[src/hdl/rau_pkg.sv]
`timescale 1ns / 1ps
package rau_pkg;

    localparam int RES_NUM_W = 33;
    localparam int RES_DEN_W = 31;

    localparam logic [2:0] CMD_ADD = 3'd0;
    localparam logic [2:0] CMD_SUB = 3'd1;
    localparam logic [2:0] CMD_MUL = 3'd2;
    localparam logic [2:0] CMD_DIV = 3'd3;
    localparam logic [2:0] CMD_CMP = 3'd4;
    localparam logic [2:0] CMD_RED = 3'd5;

    localparam logic [1:0] ST_OK       = 2'd0;
    localparam logic [1:0] ST_ZERO_DEN = 2'd1;
    localparam logic [1:0] ST_DIV_ZERO = 2'd2;

    localparam logic signed [1:0] ORD_LT = -2'sd1;
    localparam logic signed [1:0] ORD_EQ = 2'sd0;
    localparam logic signed [1:0] ORD_GT = 2'sd1;

    typedef enum logic [3:0] {
        S_IDLE,
        S_MUL0,
        S_MUL1,
        S_MUL2,
        S_PREP,
        S_GCD,
        S_DIVN,
        S_DIVD,
        S_DONE
    } t_state;

endpackage

[src/hdl/rau_div.sv]
`timescale 1ns / 1ps
module rau_div #(
    parameter int MW = 35
) (
    input  logic          i_clk,
    input  logic          i_rst_n,
    input  logic          i_start,
    input  logic [MW-1:0] i_dividend,
    input  logic [MW-1:0] i_divisor,
    output logic          o_done,
    output logic [MW-1:0] o_quotient
);
    localparam int CW = $clog2(MW);

    logic          r_busy;
    logic          r_done;
    logic [CW-1:0] r_cnt;
    logic [MW:0]   r_rem;
    logic [MW-1:0] r_quo;
    logic [MW-1:0] r_dvs;
    logic [MW:0]   w_sh;
    logic [MW:0]   w_sub;
    logic          w_ge;

    assign w_sh  = {r_rem[MW-1:0], r_quo[MW-1]};
    assign w_ge  = w_sh >= {1'b0, r_dvs};
    assign w_sub = w_sh - {1'b0, r_dvs};

    always_ff @(posedge i_clk) begin
        if (!i_rst_n) begin
            r_busy <= 1'b0;
            r_done <= 1'b0;
            r_cnt  <= '0;
        end else begin
            r_done <= 1'b0;
            if (i_start) begin
                r_busy <= 1'b1;
                r_cnt  <= '0;
            end else if (r_busy) begin
                r_cnt <= r_cnt + 1'b1;
                if (r_cnt == CW'(MW - 1)) begin
                    r_busy <= 1'b0;
                    r_done <= 1'b1;
                end
            end
        end
    end

    always_ff @(posedge i_clk) begin
        if (i_start) begin
            r_rem <= '0;
            r_quo <= i_dividend;
            r_dvs <= i_divisor;
        end else if (r_busy) begin
            r_rem <= w_ge ? w_sub : w_sh;
            r_quo <= {r_quo[MW-2:0], w_ge};
        end
    end

    assign o_done     = r_done;
    assign o_quotient = r_quo;
endmodule

[src/hdl/rau_gcd.sv]
`timescale 1ns / 1ps
module rau_gcd #(
    parameter int MW = 35
) (
    input  logic          i_clk,
    input  logic          i_rst_n,
    input  logic          i_start,
    input  logic [MW-1:0] i_a,
    input  logic [MW-1:0] i_b,
    output logic          o_done,
    output logic [MW-1:0] o_gcd
);
    localparam int KW = $clog2(MW + 1);

    logic          r_busy;
    logic          r_done;
    logic [KW-1:0] r_k;
    logic [MW-1:0] r_a;
    logic [MW-1:0] r_b;
    logic [MW-1:0] r_g;
    logic          w_fin;

    assign w_fin = (r_a == '0) || (r_b == '0);

    always_ff @(posedge i_clk) begin
        if (!i_rst_n) begin
            r_busy <= 1'b0;
            r_done <= 1'b0;
        end else begin
            r_done <= 1'b0;
            if (i_start) begin
                r_busy <= 1'b1;
            end else if (r_busy && w_fin) begin
                r_busy <= 1'b0;
                r_done <= 1'b1;
            end
        end
    end

    always_ff @(posedge i_clk) begin
        if (i_start) begin
            r_a <= i_a;
            r_b <= i_b;
            r_k <= '0;
        end else if (r_busy) begin
            if (w_fin) begin
                r_g <= (r_a | r_b) << r_k;
            end else if (!r_a[0] && !r_b[0]) begin
                r_a <= r_a >> 1;
                r_b <= r_b >> 1;
                r_k <= r_k + 1'b1;
            end else if (!r_a[0]) begin
                r_a <= r_a >> 1;
            end else if (!r_b[0]) begin
                r_b <= r_b >> 1;
            end else if (r_a >= r_b) begin
                r_a <= r_a - r_b;
            end else begin
                r_b <= r_b - r_a;
            end
        end
    end

    assign o_done = r_done;
    assign o_gcd  = r_g;
endmodule

[src/hdl/rational_arithmetic_unit_top.sv]
`timescale 1ns / 1ps
// Rational arithmetic unit: add, subtract, multiply, divide, compare two
// signed fractions, or reduce the first one, fraction results in lowest terms.
// Input channel: i_valid/o_ready carrying command and four operands.
// Output channel: o_valid/i_ready carrying res_num, res_den, order, status.
// One request at a time: o_ready is high only while the sequencer is idle.
// Steps: zero denominator or divide by zero go straight to the done
//   state; compare runs S_MUL0, S_MUL1, S_PREP; other commands run S_MUL0,
//   S_MUL1 (and S_MUL2 for add and subtract), S_PREP, a binary GCD, then
//   two restoring divisions by the GCD, numerator then denominator, all
//   on MW = 2*OPERAND_WIDTH+3 bits.
// The GCD loop and the bit-serial divider set the item time; a single
// shared multiplier forms the cross products over successive cycles.
// Reset (synchronous, active low) empties the sequencer and the output
// register. When the receiver stalls, the result stays in the output
// register and a new request is still taken; the next finished result
// waits in its final state until the output register frees.
module rational_arithmetic_unit_top #(
    parameter int OPERAND_WIDTH = 16
) (
    input  logic                                i_clk,
    input  logic                                i_rst_n,
    input  logic                                i_valid,
    output logic                                o_ready,
    input  logic [2:0]                          i_command,
    input  logic signed [OPERAND_WIDTH-1:0]     i_a_num,
    input  logic signed [OPERAND_WIDTH-1:0]     i_a_den,
    input  logic signed [OPERAND_WIDTH-1:0]     i_b_num,
    input  logic signed [OPERAND_WIDTH-1:0]     i_b_den,
    output logic                                o_valid,
    input  logic                                i_ready,
    output logic signed [rau_pkg::RES_NUM_W-1:0] o_res_num,
    output logic [rau_pkg::RES_DEN_W-1:0]       o_res_den,
    output logic signed [1:0]                   o_order,
    output logic [1:0]                          o_status
);
    import rau_pkg::*;

    localparam int OW = OPERAND_WIDTH + 1;
    localparam int PW = 2 * OW;
    localparam int SW = PW + 1;
    localparam int MW = SW;
    localparam int XW = (MW + 1 > RES_NUM_W) ? MW + 1 : RES_NUM_W;

    t_state r_state, n_state;

    logic [2:0]           r_cmd;
    logic signed [OW-1:0] r_an, r_ad, r_bn, r_bd;
    logic signed [OW-1:0] w_an, w_ad, w_bn, w_bd;
    logic signed [PW-1:0] r_p0, r_p1, r_p2;
    logic signed [OW-1:0] w_mx, w_my;
    logic signed [PW-1:0] w_prod;
    logic signed [SW-1:0] w_n, w_d;
    logic [MW-1:0]        w_mag_n, w_mag_d;
    logic [MW-1:0]        r_mn, r_md, r_qn;
    logic                 r_neg;
    logic [2:0]           w_cmd;
    logic                 w_acc, w_bad, w_divz, w_out_free;

    logic signed [RES_NUM_W-1:0] r_rn;
    logic [RES_DEN_W-1:0]        r_rd;
    logic signed [1:0]           r_ord;
    logic [1:0]                  r_st;

    logic                        r_ov;
    logic signed [RES_NUM_W-1:0] r_o_num;
    logic [RES_DEN_W-1:0]        r_o_den;
    logic signed [1:0]           r_o_ord;
    logic [1:0]                  r_o_st;

    logic          w_gcd_start, w_gcd_done;
    logic [MW-1:0] w_gcd;
    logic          w_div_start, w_div_done;
    logic [MW-1:0] w_div_a, w_quo;
    logic signed [MW:0]   w_sq;
    logic signed [XW-1:0] w_xn;
    logic [XW-1:0]        w_xd;

    assign o_ready    = (r_state == S_IDLE);
    assign w_acc      = i_valid && o_ready;
    assign w_out_free = !r_ov || i_ready;

    assign w_cmd  = (i_command > CMD_RED) ? CMD_RED : i_command;
    assign w_bad  = (i_a_den == '0) || ((w_cmd != CMD_RED) && (i_b_den == '0));
    assign w_divz = (w_cmd == CMD_DIV) && (i_b_num == '0);

    always_comb begin
        w_an = OW'(i_a_num);
        w_ad = OW'(i_a_den);
        w_bn = OW'(i_b_num);
        w_bd = OW'(i_b_den);
        if (i_a_den < 0) begin
            w_an = -w_an;
            w_ad = -w_ad;
        end
        if (i_b_den < 0) begin
            w_bn = -w_bn;
            w_bd = -w_bd;
        end
    end

    always_comb begin
        n_state = r_state;
        case (r_state)
            S_IDLE: begin
                if (w_acc) n_state = (w_bad || w_divz) ? S_DONE : S_MUL0;
            end
            S_MUL0: n_state = S_MUL1;
            S_MUL1: begin
                n_state = (r_cmd == CMD_ADD || r_cmd == CMD_SUB) ? S_MUL2 : S_PREP;
            end
            S_MUL2: n_state = S_PREP;
            S_PREP: n_state = (r_cmd == CMD_CMP) ? S_DONE : S_GCD;
            S_GCD:  if (w_gcd_done) n_state = S_DIVN;
            S_DIVN: if (w_div_done) n_state = S_DIVD;
            S_DIVD: if (w_div_done) n_state = S_DONE;
            S_DONE: if (w_out_free) n_state = S_IDLE;
            default: n_state = S_IDLE;
        endcase
    end

    always_comb begin
        w_mx        = r_ad;
        w_my        = r_bd;
        w_gcd_start = 1'b0;
        w_div_start = 1'b0;
        w_div_a     = r_md;
        case (r_state)
            S_MUL0: begin
                w_mx = r_an;
                case (r_cmd)
                    CMD_MUL: w_my = r_bn;
                    CMD_RED: w_my = OW'(1);
                    default: w_my = r_bd;
                endcase
            end
            S_MUL1: begin
                w_mx = r_ad;
                case (r_cmd)
                    CMD_MUL: w_my = r_bd;
                    CMD_RED: w_my = OW'(1);
                    default: w_my = r_bn;
                endcase
            end
            S_PREP: w_gcd_start = (r_cmd != CMD_CMP);
            S_GCD: begin
                w_div_start = w_gcd_done;
                w_div_a     = r_mn;
            end
            S_DIVN: w_div_start = w_div_done;
            default: ;
        endcase
    end

    assign w_prod = w_mx * w_my;

    always_comb begin
        case (r_cmd)
            CMD_ADD: begin
                w_n = SW'(r_p0) + SW'(r_p1);
                w_d = SW'(r_p2);
            end
            CMD_SUB: begin
                w_n = SW'(r_p0) - SW'(r_p1);
                w_d = SW'(r_p2);
            end
            default: begin
                w_n = SW'(r_p0);
                w_d = SW'(r_p1);
            end
        endcase
    end

    assign w_mag_n = MW'(w_n[SW-1] ? -w_n : w_n);
    assign w_mag_d = MW'(w_d[SW-1] ? -w_d : w_d);

    assign w_sq = r_neg ? -$signed({1'b0, r_qn}) : $signed({1'b0, r_qn});
    assign w_xn = XW'(w_sq);
    assign w_xd = XW'(w_quo);

    always_ff @(posedge i_clk) begin
        if (!i_rst_n) begin
            r_state <= S_IDLE;
        end else begin
            r_state <= n_state;
        end
    end

    always_ff @(posedge i_clk) begin
        case (r_state)
            S_IDLE: begin
                if (w_acc) begin
                    r_cmd <= w_cmd;
                    r_an  <= w_an;
                    r_ad  <= w_ad;
                    r_bn  <= w_bn;
                    r_bd  <= w_bd;
                    r_rn  <= '0;
                    r_rd  <= '0;
                    r_ord <= ORD_EQ;
                    r_st  <= w_bad ? ST_ZERO_DEN : (w_divz ? ST_DIV_ZERO : ST_OK);
                end
            end
            S_MUL0: r_p0 <= w_prod;
            S_MUL1: r_p1 <= w_prod;
            S_MUL2: r_p2 <= w_prod;
            S_PREP: begin
                r_neg <= w_n[SW-1] ^ w_d[SW-1];
                r_mn  <= w_mag_n;
                r_md  <= w_mag_d;
                if (r_cmd == CMD_CMP) begin
                    r_ord <= (r_p0 > r_p1) ? ORD_GT : ((r_p0 < r_p1) ? ORD_LT : ORD_EQ);
                end
            end
            S_DIVN: if (w_div_done) r_qn <= w_quo;
            S_DIVD: begin
                if (w_div_done) begin
                    r_rn <= w_xn[RES_NUM_W-1:0];
                    r_rd <= w_xd[RES_DEN_W-1:0];
                end
            end
            default: ;
        endcase
    end

    always_ff @(posedge i_clk) begin
        if (!i_rst_n) begin
            r_ov <= 1'b0;
        end else if (r_state == S_DONE && w_out_free) begin
            r_ov <= 1'b1;
        end else if (i_ready) begin
            r_ov <= 1'b0;
        end
    end

    always_ff @(posedge i_clk) begin
        if (r_state == S_DONE && w_out_free) begin
            r_o_num <= r_rn;
            r_o_den <= r_rd;
            r_o_ord <= r_ord;
            r_o_st  <= r_st;
        end
    end

    rau_gcd #(.MW(MW)) u_gcd (
        .i_clk   (i_clk),
        .i_rst_n (i_rst_n),
        .i_start (w_gcd_start),
        .i_a     (w_mag_n),
        .i_b     (w_mag_d),
        .o_done  (w_gcd_done),
        .o_gcd   (w_gcd)
    );

    rau_div #(.MW(MW)) u_div (
        .i_clk      (i_clk),
        .i_rst_n    (i_rst_n),
        .i_start    (w_div_start),
        .i_dividend (w_div_a),
        .i_divisor  (w_gcd),
        .o_done     (w_div_done),
        .o_quotient (w_quo)
    );

    assign o_valid   = r_ov;
    assign o_res_num = r_o_num;
    assign o_res_den = r_o_den;
    assign o_order   = r_o_ord;
    assign o_status  = r_o_st;
endmodule

[config.mk]
export PLATFORM = sky130hd
export DESIGN_NAME = rational_arithmetic_unit_top
export DESIGN_NICKNAME = d
export VERILOG_FILES = /design/src/hdl/rau_pkg.sv /design/src/hdl/rau_div.sv /design/src/hdl/rau_gcd.sv /design/src/hdl/rational_arithmetic_unit_top.sv
export SDC_FILE = /design/constraint.sdc
export NUM_CORES = 2
export LEC_CHECK = 0
export BUFFER_PORTS_ARGS = -buffer_cell sky130_fd_sc_hd__buf_4
export CAP_MARGIN = 10
export CORE_ASPECT_RATIO = 2
export CORE_MARGIN = 1.5
export CORE_UTILIZATION = 45
export DETAILED_ROUTE_END_ITERATION = 8
export SYNTH_ARGS = -nofsm -noshare
export SYNTH_HDL_FRONTEND = slang
export SYNTH_HIERARCHICAL = 1
export SYNTH_SLANG_ARGS = --single-unit
[constraint.sdc]
create_clock -name i_clk -period 11.9 [get_ports i_clk]
set_input_delay 1.785 -clock i_clk [delete_from_list [all_inputs] [get_ports i_clk]]
set_output_delay 1.785 -clock i_clk [all_outputs]
set_load 0.02 [all_outputs]
==> PnR_summary.wiki <==
{| class="wikitable"
! Metric !! Value
|-
| Outcome || finished with violations
|-
| Violations in the final reports || max-capacitance violations, max-slew violations
|-
| Post-layout min period || approximately 11 ns
|-
| Number of iterations in the first detailed-routing pass || 9
|-
| Finished Layout Cells || a little under 7k
|-
| Number of buffers added for setup after CTS || 0
|-
| Gr busiest metal || met2
|-
| Number of synthesized flops with an enable pin || about 590
|-
| Max-slew headroom at the worst pin || -1.97%
|-
| GR Layer Usage met3 || between 10% and 20%
|-
| CTS tree || yes
|-
| Number of sinks on the clock net || approximately 640
|-
| Share of synthesized flip-flops with an asynchronous set or reset || 0%
|-
| Die Area || 118000 sq um
|-
| Number of vias per cell || between 6 and 7
|-
| Share of the clock period used by the worst path after layout || a little under 90%
|-
| Final Hold Fails || 0
|-
| Total Routed Length || about 220 mm
|-
| Vertical die dimension || about 480 um
|-
| Category of the critical setup timing path || register to register
|-
| Post-synthesis area per instance || 9.89 sq um
|-
| Type of element capturing the critical path || register
|-
| Area growth from synthesis to final layout || 9.79%
|-
| Max-cap violation count || 1
|-
| Residual overflow from global routing || 0
|-
| Post-route DRC || 0
|-
| Dominant cell by count in the synthesized netlist || sky130_fd_sc_hd__inv_1
|-
| Number of violations reported at the end of detailed-routing iteration 0 || slightly below 3k
|-
| Standard cell area after detailed placement || around 55000 sq um
|-
| Top cell types by occurrence after synthesis || 642 x sky130_fd_sc_hd__inv_1, 588 x sky130_fd_sc_hd__edfxtp_1, 506 x sky130_fd_sc_hd__nor2_1
|-
| Number of nets with antenna violations after routing || 0
|-
| Final Slew Violations || 3
|-
| Setup-violating endpoint count in the final report || 0
|-
| Critical path arrival || between 10 and 15 ns
|-
| Proportion of layout cells with a drive suffix above 1 || between 10% and 20%
|-
| Fill count || around 11k
|-
| Top post-synthesis cells by area || sky130_fd_sc_hd__edfxtp_1 34%, sky130_fd_sc_hd__fa_1 12%, sky130_fd_sc_hd__ha_1 7.3%
|-
| Met2 usage in global routing || between 60 and 70%
|-
| Prevailing post-synth register cell || sky130_fd_sc_hd__edfxtp_1
|-
| Number of instances resized during post-cts repair || 0
|-
| Register area share after synthesis || a little over a third
|-
| Pin count of the biggest net entering global routing || 79
|-
| Pin slew with the least headroom to its limit || around 1.5 ns
|-
| GP Congestion || ~1.1
|-
| Instance count after placement with tap cells included || 6794
|-
| RSZ-0062 raised after global routing || no
|-
| Worst setup skew after layout || between 0.07 and 0.08 ns
|-
| Antenna violations before repair || 25
|-
| Crit start category || register
|-
| Number of ports placed on the die boundary || around 140
|-
| Core Area || 115000 sq um
|-
| Post-synthesis sequential element count || 644
|-
| Synth top area share || about 34%
|-
| Max clock buf depth || 3
|-
| Die span in x || about 240 um
|-
| Vias in the first global route || ~44k
|-
| Clk Latency, worst-skew pair || 0.75 ns
|-
| Cell type contributing the most total cell area after synthesis || sky130_fd_sc_hd__edfxtp_1
|-
| Post-route design area || ~57000 sq um
|-
| H-tree depth reported by CTS || 3
|-
| Setup TNS || 0 ns
|-
| Layout net count || about 6.0k
|-
| CTS Buf Count || between 60 and 70
|-
| Number of placement rows || ~180
|-
| Required time at the worst-slack endpoint || between 10 and 15 ns
|-
| Vias after detailed routing || between 40k and 50k
|-
| I/O Buffers || 140
|-
| Global router's overall resource usage || between 30 and 40%
|-
| Area of the mapped netlist || around 52000 sq um
|-
| Half-perimeter wire length after detailed placement || 173 mm
|-
| Routed len/inst || ~31 um
|-
| Count of cell types in the netlist || around 120
|-
| Clock transition at the registers of the reported paths || 0.06 ns
|-
| Root Buffer Master || sky130_fd_sc_hd__clkbuf_16
|-
| Global-route wire length before repair || a little over 300 mm
|-
| Quantity of hold-fixing buffers added after cts || 0
|-
| Initial cell density of the core || 45.3%
|-
| Fmax || 95.1 MHz
|-
| Min-delay worst type || register to register
|-
| Met1 Resource Use GR || between 20% and 30%
|-
| Synth warnings || 6
|-
| Highest net fanout along the worst path || 36
|-
| Number of standard cells after synthesis || around 5.3k
|}
[path summary, 6_finish.rpt]
path,from,to,slack [ns],cells after the start
worst max-delay path,r_state[2]$_SDFFE_PN0P_,r_p2[32]$_DFFE_PP_,1.39,23
worst min-delay path,u_gcd/o_gcd[29]$_SDFFCE_PP0P_,u_div/r_dvs[29]$_DFFE_PP_,0.40,0
worst max register to register,r_state[2]$_SDFFE_PN0P_,r_p2[32]$_DFFE_PP_,1.39,23
worst min register to register,u_gcd/o_gcd[29]$_SDFFCE_PP0P_,u_div/r_dvs[29]$_DFFE_PP_,0.40,0
[state kept, by name, indices dropped and copies added, names as in the netlist, 6 cells and up]
| signal | count |
|---|---|
| o_res_den | 31 |
| o_res_num | 33 |
| r_ad | 17 |
| r_an | 17 |
| r_bd | 17 |
| r_bn | 17 |
| r_md | 35 |
| r_mn | 35 |
| r_p0 | 34 |
| r_p1 | 34 |
| r_p2 | 34 |
| r_qn | 33 |
| r_rd | 31 |
| r_rn | 33 |
| u_div/o_quotient | 35 |
| u_div/r_cnt | 6 |
| u_div/r_dvs | 35 |
| u_div/r_rem | 35 |
| u_gcd/o_gcd | 35 |
| u_gcd/r_a | 35 |
| u_gcd/r_b | 35 |
| u_gcd/r_k | 6 |
[worst max-delay path: stages (launching register included)]
cell and delay (ns):
sky130_fd_sc_hd__dfxtp_1 0.56, sky130_fd_sc_hd__nor2_1 0.14, sky130_fd_sc_hd__nand2_1 0.71, sky130_fd_sc_hd__inv_1 0.13, sky130_fd_sc_hd__buf_4 0.33, sky130_fd_sc_hd__a222oi_1 0.79, sky130_fd_sc_hd__buf_4 0.38, sky130_fd_sc_hd__a22o_1 0.47
sky130_fd_sc_hd__nand2_1 0.23, sky130_fd_sc_hd__fa_1 0.85, sky130_fd_sc_hd__inv_1 0.11, sky130_fd_sc_hd__fa_1 0.91, sky130_fd_sc_hd__fa_1 0.51, sky130_fd_sc_hd__fa_1 0.48, sky130_fd_sc_hd__fa_1 0.55, sky130_fd_sc_hd__inv_1 0.06
sky130_fd_sc_hd__fa_1 0.65, sky130_fd_sc_hd__inv_1 0.07, sky130_fd_sc_hd__ha_1 0.42, sky130_fd_sc_hd__o21ai_0 0.98, sky130_fd_sc_hd__a21oi_1 0.16, sky130_fd_sc_hd__a21oi_1 0.35, sky130_fd_sc_hd__o21ai_0 0.17, sky130_fd_sc_hd__xor2_1 0.23
[metal layers]
| metal | share of wire [%] | up-vias |
|---|---|---|
| li1 | - | 18561 |
| met1 | 26 | 20544 |
| met2 | 53 | 1707 |
| met3 | 5.4 | 1126 |
| met4 | 15 | 16 |
| met5 | 0.048 | - |
[cell type report]
cell class	instances	area [sq um]	area share [%]
inverter	644	2420	4.22
antenna	12	30.0	0.0525
clock inverter	35	413	0.721
clock buffer	82	1770	3.10
sequential	644	18800	32.8
multi-input combinational	3746	29900	52.3
timing repair buffer	260	2000	3.49
tap	1513	1890	3.31
[layout by cell type (no fill, tap or decap), types with 32 or more instances in the layout]
master / Yosys / routed
sky130_fd_sc_hd__inv_1: 642 / 641
sky130_fd_sc_hd__edfxtp_1: 588 / 588
sky130_fd_sc_hd__nor2_1: 506 / 500
sky130_fd_sc_hd__nand2_1: 443 / 443
sky130_fd_sc_hd__ha_1: 303 / 303
sky130_fd_sc_hd__fa_1: 301 / 301
sky130_fd_sc_hd__a21oi_1: 260 / 259
sky130_fd_sc_hd__buf_4: 5 / 250
sky130_fd_sc_hd__xnor2_1: 209 / 206
sky130_fd_sc_hd__o21ai_0: 177 / 176
sky130_fd_sc_hd__mux2i_1: 120 / 109
sky130_fd_sc_hd__nor3_1: 106 / 102
sky130_fd_sc_hd__mux2_2: 92 / 92
sky130_fd_sc_hd__xor2_1: 89 / 89
sky130_fd_sc_hd__a211oi_1: 74 / 73
sky130_fd_sc_hd__a31oi_1: 69 / 69
sky130_fd_sc_hd__clkbuf_16: 0 / 67
sky130_fd_sc_hd__nand3_1: 65 / 65
sky130_fd_sc_hd__nand2b_1: 61 / 60
sky130_fd_sc_hd__and2_1: 60 / 59
sky130_fd_sc_hd__nor2b_1: 58 / 57
sky130_fd_sc_hd__o31ai_1: 56 / 56
sky130_fd_sc_hd__nor4_1: 55 / 55
sky130_fd_sc_hd__dfxtp_1: 56 / 53
sky130_fd_sc_hd__a21o_1: 49 / 47
sky130_fd_sc_hd__o21a_1: 47 / 47
sky130_fd_sc_hd__o221ai_1: 38 / 38
sky130_fd_sc_hd__and3_1: 32 / 32
[metrics by stage]
step                      setup slack (ns)  hold WS, ns  util [%]
after floorplan                       2.82        0.400         -
after global placement                1.90        0.401      47.7
after detailed placement              1.75        0.405      47.7
after CTS                             1.73        0.382      49.6
after global routing                  1.19        0.413      49.8
final                                 1.39        0.400      49.8
[cell families (layout without fill, tap and decap cells)]
logic type | count (synthesis) | in the layout | synth area share [%]
simple gates | 1531 | 1531 | 13.8
compound gates | 1073 | 1073 | 14.1
buf+inv | 883 | 1021 | 6.92
flops | 644 | 644 | 36.0
fa+ha+maj | 604 | 604 | 18.8
xor+xnor | 298 | 298 | 5.01
mux | 236 | 236 | 5.28
other cells | 1 | 16 | 0.00719
Power is not shown: default switching activity piles up to over one toggle a cycle in this logic, so the estimate is an artifact.
